File: config.mk
export PLATFORM = sky130hd
export DESIGN_NAME = wli_back
export DESIGN_NICKNAME = d
export VERILOG_FILES = /design/src/hdl/wli_pkg.sv /design/src/hdl/wli_back.sv
export SDC_FILE = /design/constraint.sdc
export NUM_CORES = 2
export LEC_CHECK = 0
export ABC_CLOCK_PERIOD_IN_PS = 40300
export BUFFER_PORTS_ARGS = -buffer_cell sky130_fd_sc_hd__clkbuf_2
export CAP_MARGIN = 20
export CORE_MARGIN = 10
export CORE_UTILIZATION = 29
export CTS_BUF_LIST = sky130_fd_sc_hd__clkbuf_8
export CTS_CLUSTER_SIZE = 20
export DETAILED_ROUTE_END_ITERATION = 6
export SLEW_MARGIN = 20
export SYNTH_ARGS = -nofsm -noshare
export SYNTH_HDL_FRONTEND = slang
export SYNTH_SLANG_ARGS = --single-unit
File: constraint.sdc
create_clock -name clk -period 40.3 [get_ports clk]
set_input_delay 6.045 -clock clk [delete_from_list [all_inputs] [get_ports clk]]
set_output_delay 6.045 -clock clk [all_outputs]
set_load 0.02 [all_outputs]
File: src/hdl/wli_pkg.sv
// Shared types and constants for the waypoint linear interpolator.
// Used by wli_front, wli_queue, wli_back and the top level; depends on nothing.
package wli_pkg;

  localparam int JOINTS_DEF        = 7;
  localparam int MAX_INTERVALS_DEF = 63;
  localparam int LANES             = 7;
  localparam int POS_W             = 32;
  localparam int CNT_W             = 6;
  localparam int DIFF_W            = POS_W + 1;
  localparam int ACC_W             = POS_W + 2;
  localparam int CFG_IDX_W         = 2;

  localparam logic [15:0] STEP_RESET = 16'd655;
  localparam logic [2:0]  JCNT_RESET = 3'd7;

  localparam logic [CFG_IDX_W-1:0] CFG_STEP_SIZE   = 2'd0;
  localparam logic [CFG_IDX_W-1:0] CFG_JOINT_COUNT = 2'd1;

  // One segment handed from the front to the back.
  typedef struct packed {
    logic [LANES-1:0][POS_W-1:0] cur_pos;
    logic [POS_W-1:0]            cur_time;
    logic [LANES-1:0][POS_W-1:0] prev_pos;
    logic [POS_W-1:0]            prev_time;
    logic [CNT_W-1:0]            n;
    logic                        sat;
    logic                        fin;
  } seg_t;

  // One result point.
  typedef struct packed {
    logic [LANES-1:0][POS_W-1:0] pos;
    logic [POS_W-1:0]            ptime;
    logic                        last;
    logic                        sat;
  } point_t;

endpackage

File: src/hdl/wli_back.sv
// Back end: divides each lane's change by n once, then steps the points out.
// Depends on wli_pkg; takes segments from wli_queue and drives the result register.
module wli_back (
  input  logic                 clk,
  input  logic                 rst_n,
  input  logic                 seg_valid,
  output logic                 seg_ready,
  input  wli_pkg::seg_t        seg,
  input  logic [2:0]           used,
  output logic                 out_valid,
  input  logic                 out_ready,
  output wli_pkg::point_t      out_point
);

  typedef enum logic [4:0] {
    B_IDLE  = 5'b00001,
    B_DIV   = 5'b00010,
    B_SETUP = 5'b00100,
    B_RUN   = 5'b01000,
    B_FINAL = 5'b10000
  } bstate_t;

  // Seven joint lanes and one time lane.
  localparam int NL = wli_pkg::LANES + 1;
  localparam int DW = wli_pkg::DIFF_W;
  localparam int AW = wli_pkg::ACC_W;
  localparam int CW = wli_pkg::CNT_W;
  localparam int PW = wli_pkg::POS_W;

  bstate_t                 state_r;
  wli_pkg::seg_t           seg_r;
  logic [NL-1:0]           neg_r;
  logic [NL-1:0][DW-1:0]   dvd_r, quo_r;
  logic [NL-1:0][CW-1:0]   rem_r, rd_r;
  logic [NL-1:0][AW-1:0]   qd_r, acc_r;
  logic [NL-1:0][CW:0]     racc_r;
  logic [5:0]              bit_r;
  logic [CW-1:0]           k_r;
  logic                    out_valid_r;
  wli_pkg::point_t         out_r;

  logic [NL-1:0][DW-1:0]   d;
  logic [NL-1:0][PW-1:0]   base;
  logic [NL-1:0][CW:0]     trial, rsum;
  logic [NL-1:0]           carry;
  logic [NL-1:0][PW-1:0]   val;
  logic                    slot_free;
  logic                    emit;

  assign slot_free = !out_valid_r || out_ready;
  assign emit      = slot_free && (state_r == B_RUN || state_r == B_FINAL);
  assign seg_ready = (state_r == B_IDLE);
  assign out_valid = out_valid_r;
  assign out_point = out_r;

  always_comb begin
    for (int i = 0; i < wli_pkg::LANES; i++) begin
      d[i] = {seg.cur_pos[i][PW-1], seg.cur_pos[i]} - {seg.prev_pos[i][PW-1], seg.prev_pos[i]};
      base[i] = seg_r.prev_pos[i];
    end
    d[NL-1]    = {1'b0, seg.cur_time} - {1'b0, seg.prev_time};
    base[NL-1] = seg_r.prev_time;
    for (int i = 0; i < NL; i++) begin
      trial[i] = {rem_r[i], dvd_r[i][DW-1]};
      rsum[i]  = racc_r[i] + {1'b0, rd_r[i]};
      carry[i] = (rsum[i] >= {1'b0, seg_r.n});
      // Floor quotient plus one when the true quotient is negative and inexact.
      val[i]   = PW'({{(AW-PW){base[i][PW-1]}}, base[i]} + acc_r[i]
               + AW'(neg_r[i] && racc_r[i] != '0));
    end
  end

  always_ff @(posedge clk) begin
    if (!rst_n) begin
      out_valid_r <= 1'b0;
    end else if (emit) begin
      out_valid_r <= 1'b1;
    end else if (out_ready) begin
      out_valid_r <= 1'b0;
    end
  end

  always_ff @(posedge clk) begin
    if (!rst_n) begin
      state_r <= B_IDLE;
    end else begin
      case (state_r)
        B_IDLE: begin
          if (seg_valid) begin
            seg_r <= seg;
            bit_r <= '0;
            for (int i = 0; i < NL; i++) begin
              neg_r[i] <= d[i][DW-1];
              dvd_r[i] <= d[i][DW-1] ? (~d[i] + 1'b1) : d[i];
              rem_r[i] <= '0;
              quo_r[i] <= '0;
            end
            if (seg.n != '0)  state_r <= B_DIV;
            else if (seg.fin) state_r <= B_FINAL;
          end
        end
        B_DIV: begin
          for (int i = 0; i < NL; i++) begin
            dvd_r[i] <= dvd_r[i] << 1;
            if (trial[i] >= {1'b0, seg_r.n}) begin
              rem_r[i] <= CW'(trial[i] - {1'b0, seg_r.n});
              quo_r[i] <= {quo_r[i][DW-2:0], 1'b1};
            end else begin
              rem_r[i] <= trial[i][CW-1:0];
              quo_r[i] <= {quo_r[i][DW-2:0], 1'b0};
            end
          end
          bit_r <= bit_r + 6'd1;
          if (bit_r == 6'(DW - 1)) state_r <= B_SETUP;
        end
        B_SETUP: begin
          for (int i = 0; i < NL; i++) begin
            if (!neg_r[i]) begin
              qd_r[i] <= AW'(quo_r[i]);
              rd_r[i] <= rem_r[i];
            end else if (rem_r[i] == '0) begin
              qd_r[i] <= -AW'(quo_r[i]);
              rd_r[i] <= '0;
            end else begin
              qd_r[i] <= -AW'(quo_r[i]) - AW'(1);
              rd_r[i] <= seg_r.n - rem_r[i];
            end
            acc_r[i]  <= '0;
            racc_r[i] <= '0;
          end
          k_r     <= '0;
          state_r <= B_RUN;
        end
        B_RUN: begin
          if (slot_free) begin
            for (int i = 0; i < wli_pkg::LANES; i++)
              out_r.pos[i] <= (3'(i) < used) ? val[i] : '0;
            out_r.ptime <= val[NL-1];
            out_r.last  <= 1'b0;
            out_r.sat   <= seg_r.sat;
            for (int i = 0; i < NL; i++) begin
              acc_r[i]  <= acc_r[i] + qd_r[i] + AW'(carry[i]);
              racc_r[i] <= carry[i] ? (rsum[i] - {1'b0, seg_r.n}) : rsum[i];
            end
            k_r <= k_r + 1'b1;
            if (k_r == seg_r.n - 1'b1) state_r <= seg_r.fin ? B_FINAL : B_IDLE;
          end
        end
        B_FINAL: begin
          if (slot_free) begin
            for (int i = 0; i < wli_pkg::LANES; i++)
              out_r.pos[i] <= (3'(i) < used) ? seg_r.cur_pos[i] : '0;
            out_r.ptime <= seg_r.cur_time;
            out_r.last  <= 1'b1;
            out_r.sat   <= seg_r.sat;
            state_r     <= B_IDLE;
          end
        end
        default: state_r <= B_IDLE;
      endcase
    end
  end

endmodule
* Word-level counts from Yosys, hierarchy flattened *
Index checks and enable logic that the tools add are counted.

storage, ports and cells
  register bits after elaboration = 2028
  input port bits = 527
  logic and storage cells = 386

operators by class
  $add $sub $neg = 99
  order comparisons = 23
  equality and inequality tests = 13
  mux-type cells = 106
  bitwise operators = 8
  reduce and logical (&&, ||, !) cells = 39

operators with widths
  kind                     number
  $pmux W264 S2            2
  $pmux W272 S2            1
  $mux W264                2
  $mux W33                 16
  $mux W258                2
  $pmux W258 S2            1
  $mux W32                 14
  $add A34 B1 Y34          8
  $add A34 B34 Y34         8
  $mux W272                1
  $mux W34                 8
  $neg A33 Y34             8
  $sub A34 B1 Y34 const B  8
  $add A33 B1 Y33 const B  8
  $not A33 Y33             8
  $sub A32 B32 Y33         8
  $add A32 B1 Y32          8
  $add A32 B32 Y32         8
  $mux W6                  26
  $ge A7 B6 Y1             16
  $pmux W56 S2             1
  $pmux W48 S2             1
  $sub A6 B6 Y6            16
  $add A7 B6 Y7            8
  34 further kinds         101

* Depth between registers and ports, before layout *
  depth in word-level cells = 6
  depth in mapped cells = 27

* Least setup slack after synthesis *
No wires, ideal clock.

  path kind = input -> register
  start = in rst_n
  end = reg bit_r[0], enable pin
  setup time = 1.013 ns
  arrival time = 30.133 ns
  path slack = 9.154 ns
  cell stages on the path = 2
  path buffers = 0
  cells stage by stage = and3_1 -> nand2b_1

between the ends
  longest elaborated chain between the ends = 1

RTL lines
  item                                RTL line         RTL
  from (decl)                         wli_back.sv:5    input logic rst_n,
  $reduce_and A3 Y1 (no source line)  n/a
  to (signal assigned)                wli_back.sv:113  bit_r <= bit_r + 6'd1;
  to (decl)                           wli_back.sv:37   logic [5:0] bit_r;

No other way between the ends.
A chain may end at the register's enable or synchronous reset.

* Final worst setup path *
  start = in seg[360] (netlist bit)
  end = reg dvd_r[80] (netlist bit) (data pin)

between the ends
  longest elaborated chain between the ends = 6

RTL lines
  item                             RTL line         RTL
  from (decl)                      wli_back.sv:8    input wli_pkg::seg_t seg,
  $sub A32 B32 Y33 (*)             wli_back.sv:58   d[i] = {seg.cur_pos[i][PW-1], seg.cur_pos[i]} - {seg.prev_pos[i][PW-1], seg.prev_pos[i]};
  $not A33 Y33                     wli_back.sv:94   dvd_r[i] <= d[i][DW-1] ? (~d[i] + 1'b1) : d[i];
  $add A33 B1 Y33                  wli_back.sv:94
  $mux W33 (*)                     wli_back.sv:94
  $mux W264 (*)                    wli_back.sv:89   if (seg_valid) begin
  $pmux W264 S2 (*)                wli_back.sv:87   case (state_r)
  to (signal, indexed assignment)  wli_back.sv:94
  to (signal, indexed assignment)  wli_back.sv:104  dvd_r[i] <= dvd_r[i] << 1;
  to (decl)                        wli_back.sv:33   logic [NL-1:0][DW-1:0] dvd_r, quo_r;

Mark *: on every way between the ends. The rest lies on a longest branch, timed or not. The select of a mux whose other input is x is not followed.

==> metrics.cfg <==
[run_status]
status = completed

[floorplanning]
dieHeight_um = 696.8
coreArea_sq_um = 456400
die_w_um = 696.8
die_area_sq_um = 485500
start_util = 0.2910
ios = 787
std_cell_rows = 248

[synthesis]
avgSynthCellArea_sq_um = 9.875
yosysWarnings = 0
syn_nets = 14985
synth_flop_cell = edfxtp_1
synth_area_sq_um = 132800
synthDistinctLibCells = 106
synth_top_area_share = 0.4480
async_flop_share = 0
synth_seq_cells = 1988
ys_seq_area_frac = 0.4489
synth_top_area_cell = edfxtp_1
yosys-top-cells-area = edfxtp_1 (45%), ha_1 (8.9%), xnor2_1 (6.3%)
synthCells = 13452
synth_edf_count = 1982

[setup_path]
path_class = input port to register
worstPathArrival_ns = 10.95
slowest_stage = a2111oi_1
path_buf_inv = 5
cp_top_family = compound AO/OA/AOI/OAI gates
slowest_delay_ns = 0.86
path_cells = clkbuf_2 -> inv_1 -> ha_1 -> inv_1 -> fa_1 -> a211oi_1 -> nor3_1 -> o32ai_1 -> o31ai_1 -> and2_1 -> a2111oi_1 -> o21bai_1 -> nand3_1 -> a32oi_1 -> buf_4 -> clkinv_1 -> o21ai_0 -> xor2_1 -> a21oi_1
required_ns = 41.08
crit_fanout = 19
critPathCaptureType = register
path_common_cell = inv_1
start_kind = input port

[timing]
finClkSkew_ns = 0.09585
setup_slack_ns = 30.13
period_share = 0.2524
finalHoldViolations = 0
finalMaxSlewViolations = 0
rsz0062_at_grt = no
worstMarginPinSlew_ns = 1.085
max_slew_margin = 0.2581
max_freq_mhz = 98.33
setup-violations-final = 0
fin_crit_ns = 10.17
setup-tns-final_ns = 0

[global_routing]
grt_pass1_vias = 98825
grt_overflow = 0
track_usage = 0.1577
antenna_found_initial = 90
grt_pass1_wl_mm = 600.9
grt_max_degree = 180

[routing]
dr.first_iter.drc_count = 7186
drt-total-wl_mm = 403.2
route.detailed.drc = 0
drtPass1Iterations = 6
viasPerCell = 4.985
routed-via-count = 103067
drt.antenna.violating_nets = 0
wl_per_cell_um = 19.50

[power_and_ir_drop]
clkPwrFrac = 0.318
p_switching_uw = 2083
vdd_ir_drop_max_v = 0.00002851
p_comb_frac = 0.248
switching_share = 0.3283
internal_power_uw = 4262
p_leak_uw = 0.05828
pwr-share-seq = 0.434
p_per_area_nw_per_um2 = 42.02

[finish]
fillers = 46748
syn2layout_area_growth_pct = 13.68
layout-drive-gt1-share = 0.1089
fin_util = 0.3309
layout.nets = 15753

[clocking]
cts_max_level = 5
clock-root-buffer = clkbuf_8
numClockSinks = 1988
cts_hold_buffers = 0
cts_setup_buffers = 0
cts-buffers-inserted = 379
worstSkewPairLatency_ns = 1.16
cts_resized = 0
max-clock-path-buffers = 4
cts_tree = built
clk_pin_slew_ns = 0.06

[placement]
port_buffers = 786
dp_slack_ns = 28.85
place.gp.congestion = 0.8694
hpwl_mm = 303.4

[flow_run]
maxCapViolations = 0

[hold_path]
hold_class = register to register

registers in the layout, summed over array words and instances, names as in the netlist, 5 cells and up:
register   count
racc_r        56
out_point    258
rem_r         48
base         256
qd_r         256
seg_r        264
rd_r          48
acc_r        256
bit_r          6
k_r            6
dvd_r        264
state_r        5
neg_r          8
quo_r        256
cell type report:
class / count / area [sq um] / share of cell area
timing repair buffer: 905 / 4892 / 0.03239
clock inverter: 297 / 2044 / 0.01354
antenna: 28 / 70.07 / 0.0004640
multi-input combinational: 10235 / 68730 / 0.4551
sequential: 1988 / 59640 / 0.3949
tap: 6125 / 7664 / 0.05075
clock buffer: 385 / 5299 / 0.03509
inverter: 711 / 2678 / 0.01773
synth_stat cells (32+ instances only):
cell type and instances:
a211o_1 34, a211oi_1 114, a21boi_0 39, a21o_1 417, a21oi_1 1190, a31o_2 32, a31oi_1 106, and2_1 306
and3_1 133, and4_1 32, buf_1 39, clkbuf_1 468, edfxtp_1 1982, fa_1 66, ha_1 940, inv_1 707
mux2i_1 40, nand2_1 1071, nand2b_1 148, nand3_1 271, nand4_1 97, nor2_1 1332, nor2b_1 157, nor3_1 326
nor3b_1 38, nor4_1 94, o211ai_1 96, o21a_1 128, o21ai_0 608, o21bai_1 118, o22ai_1 58, o31ai_1 99
or2_2 51, or3_1 126, or4_1 63, xnor2_1 955, xor2_1 456
metal layers:
metal,routed length (um),share of wire,GRT usage
met2,188700,0.47,0.2635
met4,14440,0.036,0.05146
met1,176700,0.44,0.2072
met3,23020,0.057,0.02644
met5,263,0.00065,0
power groups by stage:
stage               clock, uW  combinational (uW)  sequential, uW
floorplan                   0                1200            2860
global placement            0                1550            2790
detailed placement          0                1580            2790
CTS                      2100                1590            2750
global route             2180                1770            2780
finish                   2020                1570            2750
cells in the final DEF, fill, tap and decap left out, drive strengths merged, types with 114 or more instances in the layout:
cell,count
nand2b,148
xnor2,955
nor2,1333
clkinv,156
a211oi,114
edfxtp,1982
nand2,1071
buf,120
xor2,456
inv,812
and2,311
a21oi,1191
clkbuf,1170
and3,133
nor3,331
a21o,417
ha,940
o21ai,617
nor2b,157
o21a,128
or3,126
nand3,271
o21bai,118
final timing paths:
check                     startpoint  depth (start not counted)  slack, ns                  endpoint
setup / recovery            seg[360]                         19      30.13       dvd_r[80]$_DFFE_PP_
hold / removal    seg_r[1]$_DFFE_PP_                          0       0.42    out_point[0]$_DFFE_PP_
setup reg to reg  seg_r[4]$_DFFE_PP_                         25      33.00  acc_r[234]$_SDFFCE_PN0P_
hold reg to reg   seg_r[1]$_DFFE_PP_                          0       0.42    out_point[0]$_DFFE_PP_
cell families after synthesis:
logic type      share of synthesized area
xor+xnor                          0.09303
simple gates                       0.1604
flops                              0.4489
buf+inv                           0.03485
mux                              0.004370
fa+ha+maj                         0.09848
compound gates                     0.1600
per-stage QoR:
step / total power [uW] / cell area (sq um) / hold slack (ns) / instances
CTS: 6434 / 150900 / 0.4274 / 20646
floorplan: 4063 / 132800 / 0.4003 / 13452
detailed placement: 4366 / 143600 / 0.4132 / 19964
global route: 6722 / 151000 / 0.4566 / 20661
global placement: 4341 / 143600 / 0.4006 / 19964
finish: 6345 / 151000 / 0.4227 / 20674
Note: power is estimated with default switching activity, not from simulation.
