[src/hdl/wli_pkg.sv]
// Shared types and constants for the waypoint linear interpolator.
// Used by wli_front, wli_queue, wli_back and the top level; depends on nothing.
package wli_pkg;

  localparam int JOINTS_DEF        = 7;
  localparam int MAX_INTERVALS_DEF = 63;
  localparam int LANES             = 7;
  localparam int POS_W             = 32;
  localparam int CNT_W             = 6;
  localparam int DIFF_W            = POS_W + 1;
  localparam int ACC_W             = POS_W + 2;
  localparam int CFG_IDX_W         = 2;

  localparam logic [15:0] STEP_RESET = 16'd655;
  localparam logic [2:0]  JCNT_RESET = 3'd7;

  localparam logic [CFG_IDX_W-1:0] CFG_STEP_SIZE   = 2'd0;
  localparam logic [CFG_IDX_W-1:0] CFG_JOINT_COUNT = 2'd1;

  // One segment handed from the front to the back.
  typedef struct packed {
    logic [LANES-1:0][POS_W-1:0] cur_pos;
    logic [POS_W-1:0]            cur_time;
    logic [LANES-1:0][POS_W-1:0] prev_pos;
    logic [POS_W-1:0]            prev_time;
    logic [CNT_W-1:0]            n;
    logic                        sat;
    logic                        fin;
  } seg_t;

  // One result point.
  typedef struct packed {
    logic [LANES-1:0][POS_W-1:0] pos;
    logic [POS_W-1:0]            ptime;
    logic                        last;
    logic                        sat;
  } point_t;

endpackage

[src/hdl/wli_front.sv]
// Front end: accepts waypoints, finds the largest joint change and the interval count.
// Depends on wli_pkg; feeds segments to wli_queue.
module wli_front #(
  parameter int MAX_INTERVALS = wli_pkg::MAX_INTERVALS_DEF
) (
  input  logic                                          clk,
  input  logic                                          rst_n,
  input  logic                                          in_valid,
  output logic                                          in_ready,
  input  logic [wli_pkg::LANES-1:0][wli_pkg::POS_W-1:0] in_pos,
  input  logic [wli_pkg::POS_W-1:0]                     in_time,
  input  logic                                          in_fin,
  input  logic [15:0]                                   step,
  input  logic [2:0]                                    used,
  output logic                                          seg_valid,
  input  logic                                          seg_ready,
  output wli_pkg::seg_t                                 seg
);

  typedef enum logic [4:0] {
    F_IDLE = 5'b00001,
    F_MAX  = 5'b00010,
    F_PREP = 5'b00100,
    F_DIV  = 5'b01000,
    F_PUSH = 5'b10000
  } fstate_t;

  localparam int X_W = wli_pkg::DIFF_W + 2;

  fstate_t                                        state_r, state_nxt;
  logic [wli_pkg::LANES-1:0][wli_pkg::POS_W-1:0]  cur_r, prev_r;
  logic [wli_pkg::POS_W-1:0]                      tcur_r, tprev_r;
  logic                                           fin_r, havep_r;
  logic [2:0]                                     j_r;
  logic [wli_pkg::DIFF_W-1:0]                     max_r;
  logic [X_W-1:0]                                 x_r;
  logic [2:0]                                     qbit_r;
  logic [wli_pkg::CNT_W-1:0]                      q_r, n_r;
  logic                                           sat_r;

  logic [15:0]                 s;
  logic [wli_pkg::DIFF_W-1:0]  diff, mag;
  logic [X_W-1:0]              dsh, dtop;
  logic                        ge;

  assign s    = (step == 16'd0) ? 16'd1 : step;
  assign diff = {cur_r[j_r][wli_pkg::POS_W-1], cur_r[j_r]}
              - {prev_r[j_r][wli_pkg::POS_W-1], prev_r[j_r]};
  assign mag  = diff[wli_pkg::DIFF_W-1] ? (~diff + 1'b1) : diff;
  assign dsh  = X_W'({s, 1'b0}) << qbit_r;
  assign dtop = X_W'({s, 7'b0});
  assign ge   = (x_r >= dsh);

  assign in_ready  = (state_r == F_IDLE);
  assign seg_valid = (state_r == F_PUSH);
  assign seg       = '{cur_pos: cur_r, cur_time: tcur_r, prev_pos: prev_r,
                       prev_time: tprev_r, n: n_r, sat: sat_r, fin: fin_r};

  always_comb begin
    state_nxt = state_r;
    case (state_r)
      F_IDLE: if (in_valid) state_nxt = F_MAX;
      F_MAX:  if (j_r == 3'(wli_pkg::LANES - 1)) state_nxt = havep_r ? F_PREP : F_PUSH;
      F_PREP: state_nxt = F_DIV;
      F_DIV:  if ((qbit_r == 3'd5 && x_r >= dtop) || qbit_r == 3'd0) state_nxt = F_PUSH;
      F_PUSH: if (seg_ready) state_nxt = F_IDLE;
      default: state_nxt = F_IDLE;
    endcase
  end

  always_ff @(posedge clk) begin
    if (!rst_n) begin
      state_r <= F_IDLE;
      havep_r <= 1'b0;
      prev_r  <= '0;
      tprev_r <= '0;
    end else begin
      state_r <= state_nxt;
      case (state_r)
        F_IDLE: begin
          if (in_valid) begin
            cur_r  <= in_pos;
            tcur_r <= in_time;
            fin_r  <= in_fin;
            j_r    <= 3'd0;
            max_r  <= '0;
            n_r    <= '0;
            sat_r  <= 1'b0;
          end
        end
        F_MAX: begin
          if (j_r < used && mag > max_r) max_r <= mag;
          j_r <= j_r + 3'd1;
        end
        F_PREP: begin
          // Round half up: n = (2*maxdiff + s) / (2*s).
          x_r    <= {max_r, 1'b0} + X_W'(s);
          qbit_r <= 3'd5;
          q_r    <= '0;
        end
        F_DIV: begin
          if (qbit_r == 3'd5 && x_r >= dtop) begin
            n_r   <= wli_pkg::CNT_W'(MAX_INTERVALS);
            sat_r <= 1'b1;
          end else begin
            if (ge) x_r <= x_r - dsh;
            q_r[qbit_r] <= ge;
            qbit_r <= qbit_r - 3'd1;
            if (qbit_r == 3'd0) begin
              if ({q_r[5:1], ge} > wli_pkg::CNT_W'(MAX_INTERVALS)) begin
                n_r   <= wli_pkg::CNT_W'(MAX_INTERVALS);
                sat_r <= 1'b1;
              end else begin
                n_r <= {q_r[5:1], ge};
              end
            end
          end
        end
        F_PUSH: begin
          if (seg_ready) begin
            prev_r  <= cur_r;
            tprev_r <= tcur_r;
            havep_r <= !fin_r;
          end
        end
        default: ;
      endcase
    end
  end

endmodule

[config.mk]
export PLATFORM = sky130hd
export DESIGN_NAME = wli_front
export DESIGN_NICKNAME = d
export VERILOG_FILES = /design/src/hdl/wli_pkg.sv /design/src/hdl/wli_front.sv
export SDC_FILE = /design/constraint.sdc
export NUM_CORES = 1
export LEC_CHECK = 0
export BUFFER_PORTS_ARGS = -buffer_cell sky130_fd_sc_hd__buf_2
export CORE_AREA = 8 8 307 309
export CTS_CLUSTER_DIAMETER = 200
export CTS_CLUSTER_SIZE = 12
export DETAILED_ROUTE_END_ITERATION = 8
export DIE_AREA = 0 0 315 317
export SLEW_MARGIN = 40
export SYNTH_ARGS = -nofsm -noshare
export SYNTH_HDL_FRONTEND = slang
export SYNTH_SLANG_ARGS = --single-unit
[constraint.sdc]
create_clock -name clk -period 12.45 [get_ports clk]
set_clock_uncertainty 0.05 [all_clocks]
set_input_delay 1.245 -clock clk [delete_from_list [all_inputs] [get_ports clk]]
set_output_delay 1.245 -clock clk [all_outputs]
set_load 0.02 [all_outputs]
### After elaboration in Yosys (flattened, before gate mapping)

Index checks and enable logic that the tools add are counted.

| word-level totals | value |
|---|---|
| register bits | 606 |
| bits of input ports | 280 |
| output and inout port bits | 522 |
| logic and storage cells | 114 |

| cells by class | value |
|---|---|
| $add $sub $neg | 6 |
| magnitude comparators | 8 |
| eq/ne operators | 16 |
| shift operators | 1 |
| multiplexer cells | 37 |
| bitwise gates (word level) | 1 |
| reduce and logical (&&, ||, !) cells | 19 |

Operators by type and width:

| operator | number |
|---|---|
| binary-select mux 32 bit (select 3 bit) | 2 |
| 2-to-1 mux 33 bit | 3 |
| 2-to-1 mux 35 bit | 2 |
| case mux 35 bit (2 select lines) | 1 |
| case mux 33 bit (2 select lines) | 1 |
| 2-to-1 mux 32 bit | 2 |
| adder 34 x 16 -> 35 bit | 1 |
| >= comparator 35 x 23 -> 1 bit | 1 |
| >= comparator 35 bit | 1 |
| << shifter 17 x 3 -> 35 bit | 1 |
| subtractor 35 bit | 1 |
| adder 33 x 1 -> 33 bit (second input constant) | 1 |
| > comparator 33 bit | 1 |
| NOT 33 bit | 1 |
| subtractor 32 x 32 -> 33 bit | 1 |
| 2-to-1 mux 6 bit | 5 |
| 2-to-1 mux 5 bit | 5 |
| case mux 5 bit (5 select lines) | 1 |
| case mux 6 bit (2 select lines) | 2 |
| zero test 16 bit | 1 |
| 2-to-1 mux 16 bit | 1 |
| AND reduction 4 bit | 4 |
| != test 2 bit (second input constant) | 6 |
| case mux 3 bit (2 select lines) | 2 |
| 27 further kinds | 41 |

### Logic depth before layout (Yosys ltp)

| logic depth | value |
|---|---|
| word-level depth | 10 |
| depth in mapped cells | 31 |
| gate-level depth less buffers | 27 |

### Least setup slack after synthesis

OpenSTA, ideal clock, no wires.

| timing path | value |
|---|---|
| path kind | in2reg |
| start | input port in_valid |
| end | register max_r[0] (netlist bit) (enable) |
| library setup time | 0.443 ns |
| arrival | 9.505 ns |
| data required time | 11.957 ns |
| slack | 2.452 ns |
| stages | 3 |
| buffers on the path | 0 |
| cell sequence | and3_1 > a2111oi_0 > a31oi_1 |

| between the ends | value |
|---|---|
| cells in the longest elaborated chain, start to end | 2 |

Ends and longest elaborated chain:

| what | RTL line | text |
|---|---|---|
| start, declared | wli_front.sv:8 | `input logic in_valid,` |
| != test 2 bit (no source line) | n/a |  |
| AND reduction 4 bit (no source line) | n/a |  |
| end signal, assigned | wli_front.sv:92 | `if (j_r < used && mag > max_r) max_r <= mag;` |
| end, declared | wli_front.sv:35 | `logic [wli_pkg::DIFF_W-1:0] max_r;` |

Every way passes these cells.
A chain may end at the register's enable or synchronous reset.

### Worst setup path after layout

| timing path | value |
|---|---|
| start | register j_r[0] |
| end | register max_r[7] (netlist bit) (enable) |

| between the ends | value |
|---|---|
| cells in the longest elaborated chain, start to end | 10 |
| elaborated cells on any way between the ends | 13 |
| classes of those cells | add/sub: 2; order compare: 2; eq/ne: 1; mux: 5; bitwise: 1; reduce/logical: 2 |

Ends and longest elaborated chain:

| what | RTL line | text |
|---|---|---|
| start, declared | wli_front.sv:34 | `logic [2:0] j_r;` |
| start signal, assigned | wli_front.sv:93 | `j_r <= j_r + 3'd1;` |
| binary-select mux 32 bit (select 3 bit), on equally long branches | wli_front.sv:47, wli_front.sv:48 |  |
| 2-to-1 mux 32 bit, on equally long branches | wli_front.sv:47, wli_front.sv:48 |  |
| subtractor 32 x 32 -> 33 bit * | wli_front.sv:48 | `- {prev_r[j_r][wli_pkg::POS_W-1], prev_r[j_r]};` |
| NOT 33 bit | wli_front.sv:49 | `assign mag = diff[wli_pkg::DIFF_W-1] ? (~diff + 1'b1) : diff;` |
| adder 33 x 1 -> 33 bit | wli_front.sv:49 |  |
| 2-to-1 mux 33 bit * | wli_front.sv:49 |  |
| named net mag, one bit | wli_front.sv:42 | `logic [wli_pkg::DIFF_W-1:0] diff, mag;` |
| > comparator 33 bit * | wli_front.sv:92 |  |
| logical AND 1 bit * | wli_front.sv:92 |  |
| != test 2 bit (no source line) * | n/a |  |
| AND reduction 4 bit (no source line) * | n/a |  |

Mark *: on every way through the listed nets, which the timed path passes. The rest lies on a longest branch. The select of a mux whose other input is x is not followed.

==> out/summary.txt <==
maximum clock insertion buffer count -> 3
cell taking the most area after synthesis -> edfxtp_1
Yosys warnings -> 0
drc violations -> 0
CTS tree -> done
highest cell delay on the worst timing path -> 740 ps
minimum clock period -> 7610 ps
initial antenna violation count -> 11
Synth top cells by count -> nand2_1 (674), edfxtp_1 (343), dfxtp_1 (262)
Syn Area/Cell -> 10.2 µm²
Worst Path Class, Setup -> reg2reg
post-CTS setup buffers -> 0
vias per cell -> 5.40
first-pass iteration count of the detailed router -> 6
Syn Inst Count -> 3094
layout cell share with drive strength beyond 1 -> 27.0%
CP top delay family -> simple AND/OR/NAND/NOR gates
Die Y -> 317 µm
Fill cells -> 8650
register bit total from synthesis -> 605
hold_buf cts -> 0
Wirelength per Cell -> 27.5 µm
fin nets -> 4205
CP bufs+invs -> 4
max cap viols -> 0
r2r setup slk -> 4840 ps
Num CTS Buffers -> 56
placed insts -> 4911
GR Util All Layers -> 26.2%
clock root buffer -> clkbuf_16
Pint -> 3.44 mW
main flop type after synthesis -> edfxtp_1
total gr overflow -> 0
Power Density -> 129 nW/µm²
DP HPWL -> 109 mm
Peak VDD IR -> 0.000145 V
top-count cell post-synth -> nand2_1
Req. time, crit path -> 12780 ps
width of the die -> 315 µm
first-pass GRT wire length -> 192 mm
vias in the first global route -> 26000
CP max stage cell -> a2111oi_0
synth top area cells -> edfxtp_1 (32%), dfxtp_1 (17%), nand2_1 (8.0%), a21boi_0 (6.2%), ha_1 (5.1%)
Core Util, Final -> 43.1%
critical path, cell by cell -> buf_12 > buf_16 > mux4_2 > mux2_2 > ha_1 > nand3_1 > a21oi_1 > a21oi_1 > nand2_1 > xor2_1 > or4_4 > nor4_4 > nand4_1 > nor3b_1 > or2_1 > ha_1 > nand4_1 > o21ai_0 > a2111oi_0 > a31oi_4 > buf_8 > buf_8
Worst Hold Class -> reg2reg
final RePlAce weighted congestion -> 0.927
crit end category -> register
detailed-route wire length -> 138 mm
final instance area -> 38500 µm²
Tot Pwr -> 4.95 mW
core area -> 89300 µm²
final hold vios -> 0
multi-input logic area -> 15200 µm²
I/O Buffers -> 801
die footprint -> 99900 µm²
largest net degree at the start of global routing -> 131
Max H-tree Level -> 2
setup_tns -> 0 ps
Layout area overhead -> 21.6%
max-slew violation count -> 0
placed cell area -> 36800 µm²
Synth top area share -> 32.5%
Tcrit/Tclk final -> 61.1%
Initial DRC Count -> 2783
Arrival @ worst endpoint -> 7940 ps
CP startpoint kind -> register
post-synthesis sequential area ratio -> 49.0%
FF/Latch Area -> 15500 µm²
Ports -> 802
starting density of the core -> 35.5%
Final setup viols -> 0
Comb power frac -> 20.7%
asr flop ratio synth -> 0%
EDFF count, synth -> 343
Worst Tran Pin Value -> 899 ps
status -> complete, no violations
synthesized cell area -> 31700 µm²
register clock-pin slew on the reported worst setup and hold paths -> 70 ps
total number of vias -> 27100
unrepaired setup endpoints after global routing -> no
final non-filler cell total -> 5021
TritonCTS Sinks -> 605
Rows -> 110
Clk pwr share -> 33.3%
later-pin clock latency in the skew report -> 650 ps
NetSw -> 1.51 mW
synth unique cells -> 86
Max Fclk -> 131 MHz
syn nets -> 3504
sw frac -> 30.5%
number of nets with antenna violations after routing -> 0
CP max FO -> 87
Slew headroom -> 40.1%
cts repair resizes -> 0
leak pwr -> 15.5 nW
Reg power frac -> 46.0%
[stage by stage]
stage	setup slack, ps	hold slack (ps)
detailed placement	4970	405
finish	4840	411
floorplan	2450	421
CTS	4930	414
global route	4440	426
global placement	4990	400
[logic make-up after synthesis]
logic type | share of synthesized area (%)
buffers and inverters | 3.28
DFF | 49.0
muxes | 10.2
and+or+nand+nor | 14.8
xor gates and xnor gates | 2.76
AOI/OAI and AO/OA | 14.8
adders and majority gates | 5.18
[tightest hold or removal path: cells and delay by family (launching register included)]
family	cells	cell delay [ps]
AOI/OAI and AO/OA	1	60
and+or+nand+nor	1	40
DFF	1	300
[layout make-up]
class,instances,share of cell area [%]
sequential,605,40.3
multi-input combinational,2218,39.4
timing repair buffer,833,11.4
clock buffer,98,4.05
tap,1176,3.82
inverter,81,0.789
clock inverter,4,0.201
antenna,6,0.0390
[routing by layer]
layer | share of wire [%] | wire, µm | GRT usage [%] | up-vias
met5 | 0.020 | 27 | 0 | -
met4 | 2.2 | 3070 | 5.48 | 4
met2 | 46 | 63200 | 41.4 | 1145
met3 | 9.7 | 13300 | 7.53 | 150
li1 | - | - | - | 12500
met1 | 42 | 58200 | 35.6 | 13300
[power groups by stage]
stage          Combinational, mW  Clock [mW]  Sequential, mW
2_1_floorplan              0.622           0            2.36
3_3_place_gp               0.999           0            2.32
3_5_place_dp                1.01           0            2.32
4_1_cts                     1.01        1.68            2.28
5_1_grt                     1.11        1.74            2.28
6_report                    1.02        1.65            2.28
[state kept, by name, summed over array words and instances (netlist names)]
| register | flops |
|---|---|
| havep_r | 1 |
| j_r | 3 |
| seg | 448 |
| qbit_r | 3 |
| tcur_r | 32 |
| n_r | 6 |
| max_r | 33 |
| x_r | 35 |
| fin_r | 1 |
| q_r | 5 |
| state_r | 5 |
| tprev_r | 32 |
| sat_r | 1 |
[final timing paths]
path                             startpoint  cells past startpoint     endpoint
worst max-delay path                 j_r[0]                     22     max_r[7]
worst min-delay path            tprev_r[30]                      2  tprev_r[30]
worst max register to register       j_r[0]                     22     max_r[7]
worst min register to register  tprev_r[30]                      2  tprev_r[30]
[placed cells by master (no fill, tap or decap), drive strengths merged, types with 7 or more instances in the layout]
cell type	synthesis	layout
a21o	49	49
mux2i	133	133
nor2b	17	17
nor4	21	21
or3	13	13
nor2	118	118
mux2	35	35
nand2b	17	17
nand2	674	674
nor3	40	40
nand4	27	27
xor2	33	33
xnor2	67	67
or2	12	12
a311oi	7	7
a31oi	18	18
nand3	29	29
buf	28	833
edfxtp	343	343
a211oi	13	13
o31ai	9	9
a21oi	107	107
o21a	19	19
and2	37	37
mux4	67	67
o211ai	7	7
and3	14	14
dfxtp	262	262
ha	128	128
clkbuf	162	98
a21boi	265	265
nand3b	8	8
inv	81	83
o21ai	155	155
No activity file was read; power rests on OpenSTA's default activity.
