## src/hdl/wli_pkg.sv

```systemverilog
// Shared types and constants for the waypoint linear interpolator.
// Used by wli_front, wli_queue, wli_back and the top level; depends on nothing.
package wli_pkg;

  localparam int JOINTS_DEF        = 7;
  localparam int MAX_INTERVALS_DEF = 63;
  localparam int LANES             = 7;
  localparam int POS_W             = 32;
  localparam int CNT_W             = 6;
  localparam int DIFF_W            = POS_W + 1;
  localparam int ACC_W             = POS_W + 2;
  localparam int CFG_IDX_W         = 2;

  localparam logic [15:0] STEP_RESET = 16'd655;
  localparam logic [2:0]  JCNT_RESET = 3'd7;

  localparam logic [CFG_IDX_W-1:0] CFG_STEP_SIZE   = 2'd0;
  localparam logic [CFG_IDX_W-1:0] CFG_JOINT_COUNT = 2'd1;

  // One segment handed from the front to the back.
  typedef struct packed {
    logic [LANES-1:0][POS_W-1:0] cur_pos;
    logic [POS_W-1:0]            cur_time;
    logic [LANES-1:0][POS_W-1:0] prev_pos;
    logic [POS_W-1:0]            prev_time;
    logic [CNT_W-1:0]            n;
    logic                        sat;
    logic                        fin;
  } seg_t;

  // One result point.
  typedef struct packed {
    logic [LANES-1:0][POS_W-1:0] pos;
    logic [POS_W-1:0]            ptime;
    logic                        last;
    logic                        sat;
  } point_t;

endpackage

```

## src/hdl/wli_queue.sv

```systemverilog
// Two-entry segment queue between the front and the back.
// Depends on wli_pkg for the segment type.
module wli_queue (
  input  logic          clk,
  input  logic          rst_n,
  input  logic          wr_valid,
  output logic          wr_ready,
  input  wli_pkg::seg_t wr_data,
  output logic          rd_valid,
  input  logic          rd_ready,
  output wli_pkg::seg_t rd_data
);

  wli_pkg::seg_t mem_r [2];
  logic          wp_r, rp_r;
  logic [1:0]    cnt_r;
  logic          push, pop;

  assign wr_ready = (cnt_r != 2'd2);
  assign rd_valid = (cnt_r != 2'd0);
  assign rd_data  = mem_r[rp_r];
  assign push     = wr_valid && wr_ready;
  assign pop      = rd_valid && rd_ready;

  always_ff @(posedge clk) begin
    if (push) mem_r[wp_r] <= wr_data;
  end

  always_ff @(posedge clk) begin
    if (!rst_n) begin
      wp_r  <= 1'b0;
      rp_r  <= 1'b0;
      cnt_r <= 2'd0;
    end else begin
      if (push) wp_r <= !wp_r;
      if (pop)  rp_r <= !rp_r;
      cnt_r <= cnt_r + {1'b0, push} - {1'b0, pop};
    end
  end

endmodule

```

## config.mk

```make
export PLATFORM = sky130hd
export DESIGN_NAME = wli_queue
export DESIGN_NICKNAME = d
export VERILOG_FILES = /design/src/hdl/wli_pkg.sv /design/src/hdl/wli_queue.sv
export SDC_FILE = /design/constraint.sdc
export NUM_CORES = 1
export LEC_CHECK = 0
export BUFFER_PORTS_ARGS = -buffer_cell sky130_fd_sc_hd__buf_2
export CAP_MARGIN = 20
export CELL_PAD_IN_SITES_DETAIL_PLACEMENT = 1
export CELL_PAD_IN_SITES_GLOBAL_PLACEMENT = 1
export CORE_AREA = 2 2 406 408
export CTS_CLUSTER_DIAMETER = 30
export CTS_CLUSTER_SIZE = 16
export DETAILED_ROUTE_END_ITERATION = 16
export DIE_AREA = 0 0 408 410
export PLACE_DENSITY_LB_ADDON = 0.08
export SKIP_CTS_REPAIR_TIMING = 1
export SYNTH_ARGS = -nofsm -noshare
export SYNTH_HDL_FRONTEND = slang
export SYNTH_SLANG_ARGS = --single-unit
```

## constraint.sdc

```tcl
create_clock -name clk -period 15.3 [get_ports clk]
set_input_delay 3.06 -clock clk [delete_from_list [all_inputs] [get_ports clk]]
set_output_delay 3.06 -clock clk [all_outputs]
set_load 0.05 [all_outputs]
```

Word-level counts from Yosys, hierarchy flattened
Memory sizes are Yosys's and may differ from the RTL's. A register that Yosys moved wholly into a read port is not among the register bits.
Index checks and enable logic that the tools add are counted.

cells by class
  equal/unequal tests = 1
  reductions and logical operators = 5
  mux-type cells = 4
  add/sub/neg operators = 2

operator list
  operator              count
  $mux W1               4
  $add A2 B1 Y2         1
  $logic_and A1 B1 Y1   2
  $logic_not A1 Y1      2
  $ne A2 B2 Y1 const B  1
  $reduce_bool A2 Y1    1
  $sub A2 B1 Y2         1

word-level totals
  register bits = 4
  memories = 1
  input port bits = 524
  bits in writable memories = 1040

memory list
  memory  words  bits a word  rd ports  clocked after memory_dff  write ports  line             source
  mem_r   2      520          1         1                         1            wli_queue.sv:14  wli_pkg::seg_t mem_r [2];

Longest topological paths before layout
Gate-level depths: netlist of the first run.

  depth in word-level cells = 4
  gate-level depth with buffers = 6

Worst setup path before layout of the first run
OpenSTA, ideal clock, no wires.

  path type = input port to flip-flop
  from = in wr_valid
  to = mem mem_r[1][0] (netlist name) (enable)
  arrival = 14.890 ns
  setup time = 0.956 ns
  stages on the path = 1
  slack = -0.546 ns
  data required time = 14.344 ns
  buffers on the path = 0
  path through = and3_1

on the way
  cells in the longest elaborated chain, start to end = 3

RTL lines
  element                        line             source
  from (decl)                    wli_queue.sv:6   input logic wr_valid,
  $logic_and A1 B1 Y1            wli_queue.sv:22  assign push = wr_valid && wr_ready;
  $mux W1                        wli_queue.sv:26  if (push) mem_r[wp_r] <= wr_data;
  $mux W1 (not written as such)  wli_queue.sv:26
  to (decl)                      wli_queue.sv:14

Every way passes these cells.

==> results of run 1 <==
## power by group through the flow
stage | sequential, mW | clock (mW) | combinational (mW)
6_report | 3.58 | 5.90 | 2.57
3_3_place_gp | 3.62 | 0 | 2.61
5_1_grt | 3.61 | 6.20 | 2.69
3_5_place_dp | 3.63 | 0 | 2.63
4_1_cts | 3.58 | 6.05 | 2.63
2_1_floorplan | 3.70 | 0 | 2.00
## routing by layer
layer / part of all wire, % / global-route usage [%]
met4: 4.3 / 6.84
met2: 51 / 25.1
met3: 11 / 7.82
met1: 34 / 14.1
met5: 0.39 / 0
## cells in the final DEF (no fill, tap or decap), types with 2 or more instances in the layout
cell	count
clkinvlp_4	6
edfxtp_1	1040
bufinv_16	30
inv_6	3
clkinv_2	49
clkbuf_1	57
buf_2	1045
buf_12	7
clkbuf_16	318
clkinv_1	69
clkbuf_8	2
mux2_2	520
diode_2	29
buf_4	6
dfxtp_1	4
o21ai_0	2
nor2_1	4
## worst max-delay path: cells and delay by family (launching register included)
family / cells / cell delay, ns
buffers and inverters: 4 / 2.44
flip-flops: 1 / 0.94
multiplexers: 1 / 0.42
## synthesized netlist by cell type (2+ instances only)
master	count
edfxtp_1	1040
mux2_2	520
buf_6	55
dfxtp_1	5
nor2_1	4
buf_2	3
and3_1	2
inv_1	2
o21ai_0	2
## flip-flops by register name, summed over array words and instances, names as in the netlist, named ones only
register / flops
wp_r: 1
rp_r: 1
mem_r: 1040
cnt_r: 2
## worst max path at each step
stage               cells past startpoint     start      endpoint  slack (ns)
finish                                  5      flop  rd_data[394]        7.31
global route                            5      flop  rd_data[363]        6.90
CTS                                     5      flop  rd_data[232]        7.10
detailed placement                      5      flop  rd_data[232]        8.05
global placement                        5      flop  rd_data[362]        8.14
floorplan                               2  wr_valid   mem_r[0][0]        1.30
## per-stage QoR
step / setup WS [ns] / instance area [sq um] / std cells / total power [mW]
floorplan: 1.30 / 38000 / 1648 / 5.70
detailed placement: 8.05 / 45500 / 4837 / 6.25
CTS: 7.10 / 55200 / 5373 / 12.3
finish: 7.31 / 55300 / 5402 / 12.1
global route: 6.90 / 55200 / 5384 / 12.5
global placement: 8.14 / 45500 / 4837 / 6.23
## area by class of cell
type	instances	share of cell area, %
sequential	1045	56.7
clock buffer	377	14.8
multi-input combinational	543	10.9
timing repair buffer	1058	9.79
tap	2189	4.95
clock inverter	159	2.72
antenna	29	0.131
inverter	2	0.0272
## logic make-up after synthesis
group,Yosys count,synth area share (%)
muxes,520,15.4
adders and majority gates,1,0.0329
DFF,1045,82.5
xor gates and xnor gates,1,0.0231
and+or+nand+nor,15,0.227
buffers and inverters,60,1.69
AOI/OAI and AO/OA,6,0.115
==> flow_metrics.env, run 1 <==
export IMPL_status="finished clean"
export IMPL_ir_drop_mv=0.109
export IMPL_start_kind="flop"
export IMPL_synth_warning_count=0
export IMPL_insertion_delay_ns=0.88
export IMPL_critPathArrivalTime_ns=4.93
export IMPL_post_layout_minimum_cycle_time_ns=7.99
export IMPL_nets=3484
export IMPL_syn_instance_count=1648
export IMPL_crit_required_ns=12.24
export IMPL_fp_row_count=149
export IMPL_cts_sink_count=1045
export IMPL_wire_per_inst_um=23.1
export IMPL_reg2reg_to="mem_r[0][264]"
export IMPL_netlist_cell_type_count=24
export IMPL_wl_mm=125
export IMPL_postRouteAntennaNets=0
export IMPL_synth_ff_latch_count=1045
export IMPL_max_slew_margin_rel_pct=22.3
export IMPL_synth_flop_cell="edfxtp_1"
export IMPL_finalSetupTns_ns=0
export IMPL_slack_of_the_worst_reg_to_reg_path_ns=11.52
export IMPL_grt_pass1_vias=24200
export IMPL_cts_max_level=5
export IMPL_cpMostUsedCell="buf_4"
export IMPL_floorplan_die_width_um=408
export IMPL_share_clk_of_total_power_pct=49.0
export IMPL_p_per_area_nw_per_um2=218
export IMPL_tritoncts="yes"
export IMPL_grt_antenna_before_repair=123
export IMPL_synth_async_reset_ratio_pct=0
export IMPL_end_kind="output port"
export IMPL_grt_ovfl_total=0
export IMPL_netSwitchingPower_mw=3.69
export IMPL_post_route_period_util_pct=52.2
export IMPL_hold_viol_final=0
export IMPL_gpl_final_weighted_congestion=0.778
export IMPL_hold_class="flop to flop"
export IMPL_dp_hpwl_mm=86.4
export IMPL_synthesis_nets=2173
export IMPL_source_of_the_worst_hold_timing_path="rp_r"
export IMPL_grt_pass1_wl_mm=173
export IMPL_cell_int_power_mw=8.36
export IMPL_multi_input_comb_area_sq_um=6010
export IMPL_maximum_number_of_pins_on_one_net_before_global_route_repair=146
export IMPL_clock_skew_final_ns=0.0490
export IMPL_synthDominantCellAreaShare_pct=82.2
export IMPL_synth_top_cells_by_area="edfxtp_1, mux2_2, buf_6"
export IMPL_ff_latch_area_sq_um=31300
export IMPL_rr_startpoint="cnt_r[0]"
export IMPL_max_clock_path_buffers=4
export IMPL_finalSetupViolCount=0
export IMPL_synth_seq_area_share_pct=82.5
export IMPL_share_comb_of_total_power_pct=21.3
export IMPL_worstSetupPathType="flop to output port"
export IMPL_synth_enable_flop_cells=1040
export IMPL_remaining_drc_errors=0
export IMPL_leakage_power_figure_nw=20.7
export IMPL_drv_slew=0
export IMPL_drt_pass1_iterations=5
export IMPL_cp_max_fo=76
export IMPL_numCtsBuffers=309
export IMPL_clkSlewWorstSetupHoldPaths_ns=0.04
export IMPL_swShare_pct=30.6
export IMPL_holdWs_ns=0.511
export IMPL_initial_standard_cell_utilization_of_the_core_pct=23.2
export IMPL_pwr_share_seq_pct=29.7
export IMPL_synth_largest_area_cell="edfxtp_1"
export IMPL_netlist_area_sq_um=38000
export IMPL_detail_route_vias_per_cell=4.02
export IMPL_maxCapViolCount=0
export IMPL_max_stage_delay_ns=0.94
export IMPL_die_h_um=410
export IMPL_final_util_pct=33.8
export IMPL_critPathSlowestCell="dfxtp_4"
export IMPL_rsz0062_at_grt="no"
export IMPL_drt_iter0_markers=1111
export IMPL_die_area_sq_um=167000
export IMPL_syn_area_per_cell_sq_um=23.0
export IMPL_globalRouteTotalUtil_pct=14.5
export IMPL_fmaxAchievable_mhz=125
export IMPL_r2r_worst_path_cells=5
export IMPL_synthToLayoutAreaGrowth_pct=45.6
export IMPL_path_cells="buf_4, buf_4, buf_4, mux2_2, buf_2"
export IMPL_fill_cells=16700
export IMPL_via_count=21700
export IMPL_timing_worst_slew_pin_value_ns=1.17
export IMPL_buffer_ports_inserted=1045
export IMPL_core_area_sq_um=163000
export IMPL_clock_tree_root_driver_cell="clkbuf_16"
export IMPL_hold_depth=2
export IMPL_floorplan_io_pins=1046
export IMPL_layout_drive_gt1_share_pct=62.6
Power figures use the tool's default switching activity.
==> inputs of run 2 (changes only) <==
==> constraint.sdc (replaced) <==
create_clock -name clk -period 6.9 [get_ports clk]
set_input_delay 1.38 -clock clk [delete_from_list [all_inputs] [get_ports clk]]
set_output_delay 1.38 -clock clk [all_outputs]
set_load 0.05 [all_outputs]
==> run 2 against run 1 <==
Setup slack worse by 5.1 ns. Power is 130% higher. Core utilization up 0.43 points.
==> flow_metrics.env, run 2 (synthesis results as in run 1) <==
export IMPL_status="finished clean"
export IMPL_registers_top_by_ff_count="mem_r"
export IMPL_wl_mm=124
export IMPL_p_total_mw=27.7
export IMPL_drv_slew=0
export IMPL_numCtsBuffers=316
export IMPL_netSwitchingPower_mw=8.37
export IMPL_die_h_um=410
export IMPL_nets=3503
export IMPL_maximum_number_of_pins_on_one_net_before_global_route_repair=156
export IMPL_p_per_area_nw_per_um2=494
export IMPL_max_stage_delay_ns=0.92
export IMPL_clkSlewWorstSetupHoldPaths_ns=0.04
export IMPL_ir_drop_mv=0.317
export IMPL_ff_latch_area_sq_um=31300
export IMPL_buffer_ports_inserted=1045
export IMPL_source_of_the_worst_hold_timing_path="rp_r"
export IMPL_share_comb_of_total_power_pct=20.9
export IMPL_cts_sink_count=1045
export IMPL_drt_iter0_markers=1031
export IMPL_max_clock_path_buffers=4
export IMPL_dr_max_layer_used="met5"
export IMPL_slack_of_the_worst_reg_to_reg_path_ns=3.70
export IMPL_max_slew_margin_rel_pct=28.0
export IMPL_grt_pass1_wl_mm=173
export IMPL_finalSetupTns_ns=0
export IMPL_critPathSlowestCell="dfxtp_4"
export IMPL_die_area_sq_um=167000
export IMPL_leakage_power_figure_nw=21.0
export IMPL_hold_class="flop to flop"
export IMPL_floorplan_io_pins=1046
export IMPL_largest_registers="mem_r (1040), cnt_r (2)"
export IMPL_maxCapViolCount=0
export IMPL_rr_startpoint="cnt_r[0]"
export IMPL_finalSetupViolCount=0
export IMPL_core_area_sq_um=163000
export IMPL_area_after_dpl_sq_um=45600
export IMPL_floorplan_die_width_um=408
export IMPL_met2_wirelength_mm=64.3
export IMPL_cp_max_fo=60
export IMPL_initial_standard_cell_utilization_of_the_core_pct=23.2
export IMPL_mostFrequentLayoutCells="buf_2, edfxtp_1, mux2_2"
export IMPL_wire_per_inst_um=22.9
export IMPL_cts_max_level=5
export IMPL_timing_worst_slew_pin_value_ns=1.08
export IMPL_clock_tree_root_driver_cell="clkbuf_16"
export IMPL_grt_ovfl_total=0
export IMPL_fill_cells=16700
export IMPL_remaining_drc_errors=0
export IMPL_swShare_pct=30.3
export IMPL_postRouteAntennaNets=0
export IMPL_detail_route_vias_per_cell=4.02
export IMPL_post_layout_minimum_cycle_time_ns=4.69
export IMPL_tritoncts="yes"
export IMPL_synthToLayoutAreaGrowth_pct=47.4
export IMPL_final_util_pct=34.2
export IMPL_insertion_delay_ns=0.90
export IMPL_crit_required_ns=5.52
export IMPL_reg2reg_to="mem_r[0][489]"
export IMPL_fmaxAchievable_mhz=213
export IMPL_wl_met3_mm=12.7
export IMPL_path_cells="buf_4, mux2_2, buf_2"
export IMPL_detail_route_wirelength_met1_mm=41.5
export IMPL_dp_hpwl_mm=86.1
export IMPL_start_kind="flop"
export IMPL_hold_depth=2
export IMPL_cell_int_power_mw=19.3
export IMPL_post_route_period_util_pct=67.9
export IMPL_layout_drive_gt1_share_pct=64.0
export IMPL_critPathTopFamily="buffers and inverters"
export IMPL_via_count=21800
export IMPL_whs_endpoint="rp_r"
export IMPL_globalRouteTotalUtil_pct=14.5
export IMPL_grt_antenna_before_repair=121
export IMPL_worstSetupPathType="flop to output port"
export IMPL_rsz0062_at_grt="no"
export IMPL_critPathArrivalTime_ns=3.31
export IMPL_r2r_worst_path_cells=6
export IMPL_grt_pass1_vias=24300
export IMPL_postLayoutCellArea_sq_um=56000
export IMPL_gpl_final_weighted_congestion=0.769
export IMPL_pwr_share_seq_pct=28.6
export IMPL_share_clk_of_total_power_pct=50.5
export IMPL_multi_input_comb_area_sq_um=6010
export IMPL_max_reg_flops=1040
export IMPL_end_kind="output port"
export IMPL_clock_skew_final_ns=0.0415
export IMPL_fp_row_count=149
export IMPL_hold_viol_final=0
export IMPL_layout_cells_most_common="buf_2"
export IMPL_drt_pass1_iterations=4
export IMPL_critPathBufInv=2
## run 2: final cells by class
cell class                      instances  share of cell area, %
Antenna cell                           18                 0.0805
Clock buffer                          363                   14.7
Clock inverter                        183                   3.78
Inverter                                2                 0.0201
Multi-Input combinational cell        543                   10.7
Sequential cell                      1045                   56.0
Tap cell                             2189                   4.89
Timing Repair Buffer                 1070                   9.86
## run 2: routing by layer
metal  up-vias  track usage, %
li1       9469               -
met1     10700            13.8
met2      1040            25.8
met3       468            7.43
met4        74            6.25
met5         -               0
## run 2: per-stage QoR
stage	hold slack, ns	cells	setup WS, ns
after detailed placement	0.493	4848	2.48
after global routing	0.578	5404	1.94
final	0.503	5413	2.21
after floorplan	0.472	1648	-2.84
after CTS	0.505	5394	1.98
after global placement	0.484	4848	2.50
## run 2: tightest hold or removal path: stages (launching register included)
cell	delay, ns
dfxtp_1	0.32
xor2_1	0.08
nor2_1	0.07
## run 2: power groups by stage
stage	clock network, mW	logic [mW]	registers [mW]
6_report	14.0	5.78	7.91
5_1_grt	14.6	6.05	7.97
4_1_cts	14.3	5.91	7.92
3_5_place_dp	0	5.89	8.02
3_3_place_gp	0	5.87	7.99
2_1_floorplan	0	4.43	8.14
## run 2: how the worst max path moves through the flow
stage | slack [ns] | cells after the start | end | from
3_3_place_gp | 2.50 | 5 | mem_r[0][429] | wr_valid
5_1_grt | 1.94 | 3 | rd_data[456] | flop
4_1_cts | 1.98 | 3 | rd_data[63] | flop
2_1_floorplan | -2.84 | 2 | mem_r[0][0] | wr_valid
6_report | 2.21 | 3 | rd_data[63] | flop
3_5_place_dp | 2.48 | 5 | mem_r[0][429] | wr_valid
==> inputs of run 3 (changes only) <==
==> constraint.sdc (replaced) <==
create_clock -name clk -period 4.14 [get_ports clk]
set_input_delay 0.828 -clock clk [delete_from_list [all_inputs] [get_ports clk]]
set_output_delay 0.828 -clock clk [all_outputs]
set_load 0.05 [all_outputs]
==> run 3 against run 2 <==
First-iteration DRC count decreased by 12%. Die area unchanged. Sequential share of layout area increased by 0.31 points. Global-route usage increased by 0.37 points. Sequential power increased by 66%. Non-clock buffer count increased by 30. Design area decreased by 0.55%. Flip-flop and latch count unchanged. Via count increased by 0.83%. Highest routed layer unchanged.
==> flow_metrics.env, run 3 (synthesis results as in run 1) <==
export IMPL_status="finished clean"
export IMPL_grt_pass1_vias=24400
export IMPL_via_count=22000
export IMPL_numCtsBuffers=308
export IMPL_cp_max_fo=50
export IMPL_mostFrequentLayoutCells="buf_2, edfxtp_1, mux2_2"
export IMPL_critPathArrivalTime_ns=2.70
export IMPL_postLayoutCellArea_sq_um=55700
export IMPL_hold_class="primary input to flop"
export IMPL_slack_of_the_worst_reg_to_reg_path_ns=1.84
export IMPL_whs_endpoint="mem_r[0][152]"
export IMPL_finalSetupTns_ns=0
export IMPL_registers_top_by_ff_count="mem_r"
export IMPL_synthToLayoutAreaGrowth_pct=46.6
export IMPL_drt_iter0_markers=911
export IMPL_timing_worst_slew_pin_value_ns=0.761
export IMPL_hold_depth=1
export IMPL_start_kind="flop"
export IMPL_nets=3525
export IMPL_maxCapViolCount=0
export IMPL_die_area_sq_um=167000
export IMPL_layout_cells_most_common="buf_2"
export IMPL_gpl_final_weighted_congestion=0.751
export IMPL_dr_max_layer_used="met5"
export IMPL_detail_route_wirelength_met1_mm=43.3
export IMPL_post_layout_minimum_cycle_time_ns=3.52
export IMPL_holdWs_ns=0.120
export IMPL_ir_drop_mv=0.420
export IMPL_reg2reg_to="mem_r[0][251]"
export IMPL_worstSetupPathType="flop to output port"
export IMPL_p_total_mw=44.9
export IMPL_clkSlewWorstSetupHoldPaths_ns=0.04
export IMPL_insertion_delay_ns=0.90
export IMPL_clock_tree_root_driver_cell="clkbuf_16"
export IMPL_met2_wirelength_mm=65.9
export IMPL_post_route_period_util_pct=85.1
export IMPL_hold_viol_final=0
export IMPL_wl_met3_mm=12.5
export IMPL_max_reg_flops=1040
export IMPL_wl_mm=127
export IMPL_grt_antenna_before_repair=121
export IMPL_rsz0062_at_grt="no"
export IMPL_clock_skew_final_ns=0.0597
export IMPL_remaining_drc_errors=0
export IMPL_layout_drive_gt1_share_pct=63.4
export IMPL_fp_row_count=149
export IMPL_r2r_worst_path_cells=5
export IMPL_source_of_the_worst_hold_timing_path="wr_data[152]"
export IMPL_grt_ovfl_total=0
export IMPL_cts_sink_count=1045
export IMPL_globalRouteTotalUtil_pct=14.8
export IMPL_wire_per_inst_um=23.4
export IMPL_floorplan_io_pins=1046
export IMPL_maximum_number_of_pins_on_one_net_before_global_route_repair=113
export IMPL_finalSetupViolCount=0
export IMPL_p_per_area_nw_per_um2=806
export IMPL_fmaxAchievable_mhz=284
export IMPL_buffer_ports_inserted=1045
export IMPL_grt_pass1_wl_mm=176
export IMPL_drt_pass1_iterations=4
export IMPL_leakage_power_figure_nw=20.9
export IMPL_cts_max_level=5
export IMPL_die_h_um=410
export IMPL_core_area_sq_um=163000
export IMPL_end_kind="output port"
export IMPL_area_after_dpl_sq_um=45900
export IMPL_postRouteAntennaNets=0
export IMPL_dp_hpwl_mm=90.9
export IMPL_tritoncts="yes"
export IMPL_crit_required_ns=3.31
export IMPL_largest_registers="mem_r (1040), cnt_r (2)"
export IMPL_drv_slew=0
export IMPL_max_clock_path_buffers=4
export IMPL_rr_startpoint="cnt_r[0]"
export IMPL_floorplan_die_width_um=408
export IMPL_detail_route_vias_per_cell=4.04
export IMPL_max_slew_margin_rel_pct=49.3
export IMPL_initial_standard_cell_utilization_of_the_core_pct=23.2
run 3: changes by cell type in the layout (fill, tap and decap cells not counted), moves of 8 or more:
cell,change
clkbuf_1,+16
clkbuf_16,-8
clkinv_1,+11
buf_12,+8
bufinv_16,-14
clkinv_2,-10
buf_4,+22
run 3: worst max-delay path: stages, from the launching register on:
cell and delay, ns:
dfxtp_4 0.53, buf_12 0.28, buf_12 0.31, mux2_2 0.44
buf_2 0.23
run 3: through the flow:
stage	setup WS, ns	instances	utilization [%]
2_1_floorplan	-5.03	1648	-
3_3_place_gp	1.36	4879	28.1
3_5_place_dp	1.33	4879	28.1
4_1_cts	0.404	5411	34.0
5_1_grt	0.424	5421	34.0
6_report	0.616	5430	34.1
run 3: layout make-up:
type,instances,area (sq um)
antenna,19,47.5
clock buffer,371,8070
clock inverter,161,1620
fill,16700,108000
inverter,2,11.3
multi-input combinational,543,6010
sequential,1045,31300
tap,2189,2740
timing repair buffer,1100,5840
run 3: worst max path at each step:
stage	endpoint	start	slack, ns
floorplan	mem_r[0][0]	wr_valid	-5.03
global placement	mem_r[0][55]	wr_valid	1.36
detailed placement	mem_r[0][37]	wr_valid	1.33
CTS	rd_data[248]	flop	0.40
global route	rd_data[248]	flop	0.42
finish	rd_data[395]	flop	0.62
run 3: layer usage:
layer | up-vias | global-route usage (%)
met5 | - | 0
met4 | 76 | 6.46
met3 | 468 | 7.44
met2 | 1035 | 26.4
met1 | 10900 | 14.4
li1 | 9492 | -
run 3: report_power, final:
group / switching, mW / internal (mW)
registers: 0.230 / 12.9
logic: 7.28 / 2.55
clock network: 6.33 / 15.6
total: 13.8 / 31.0
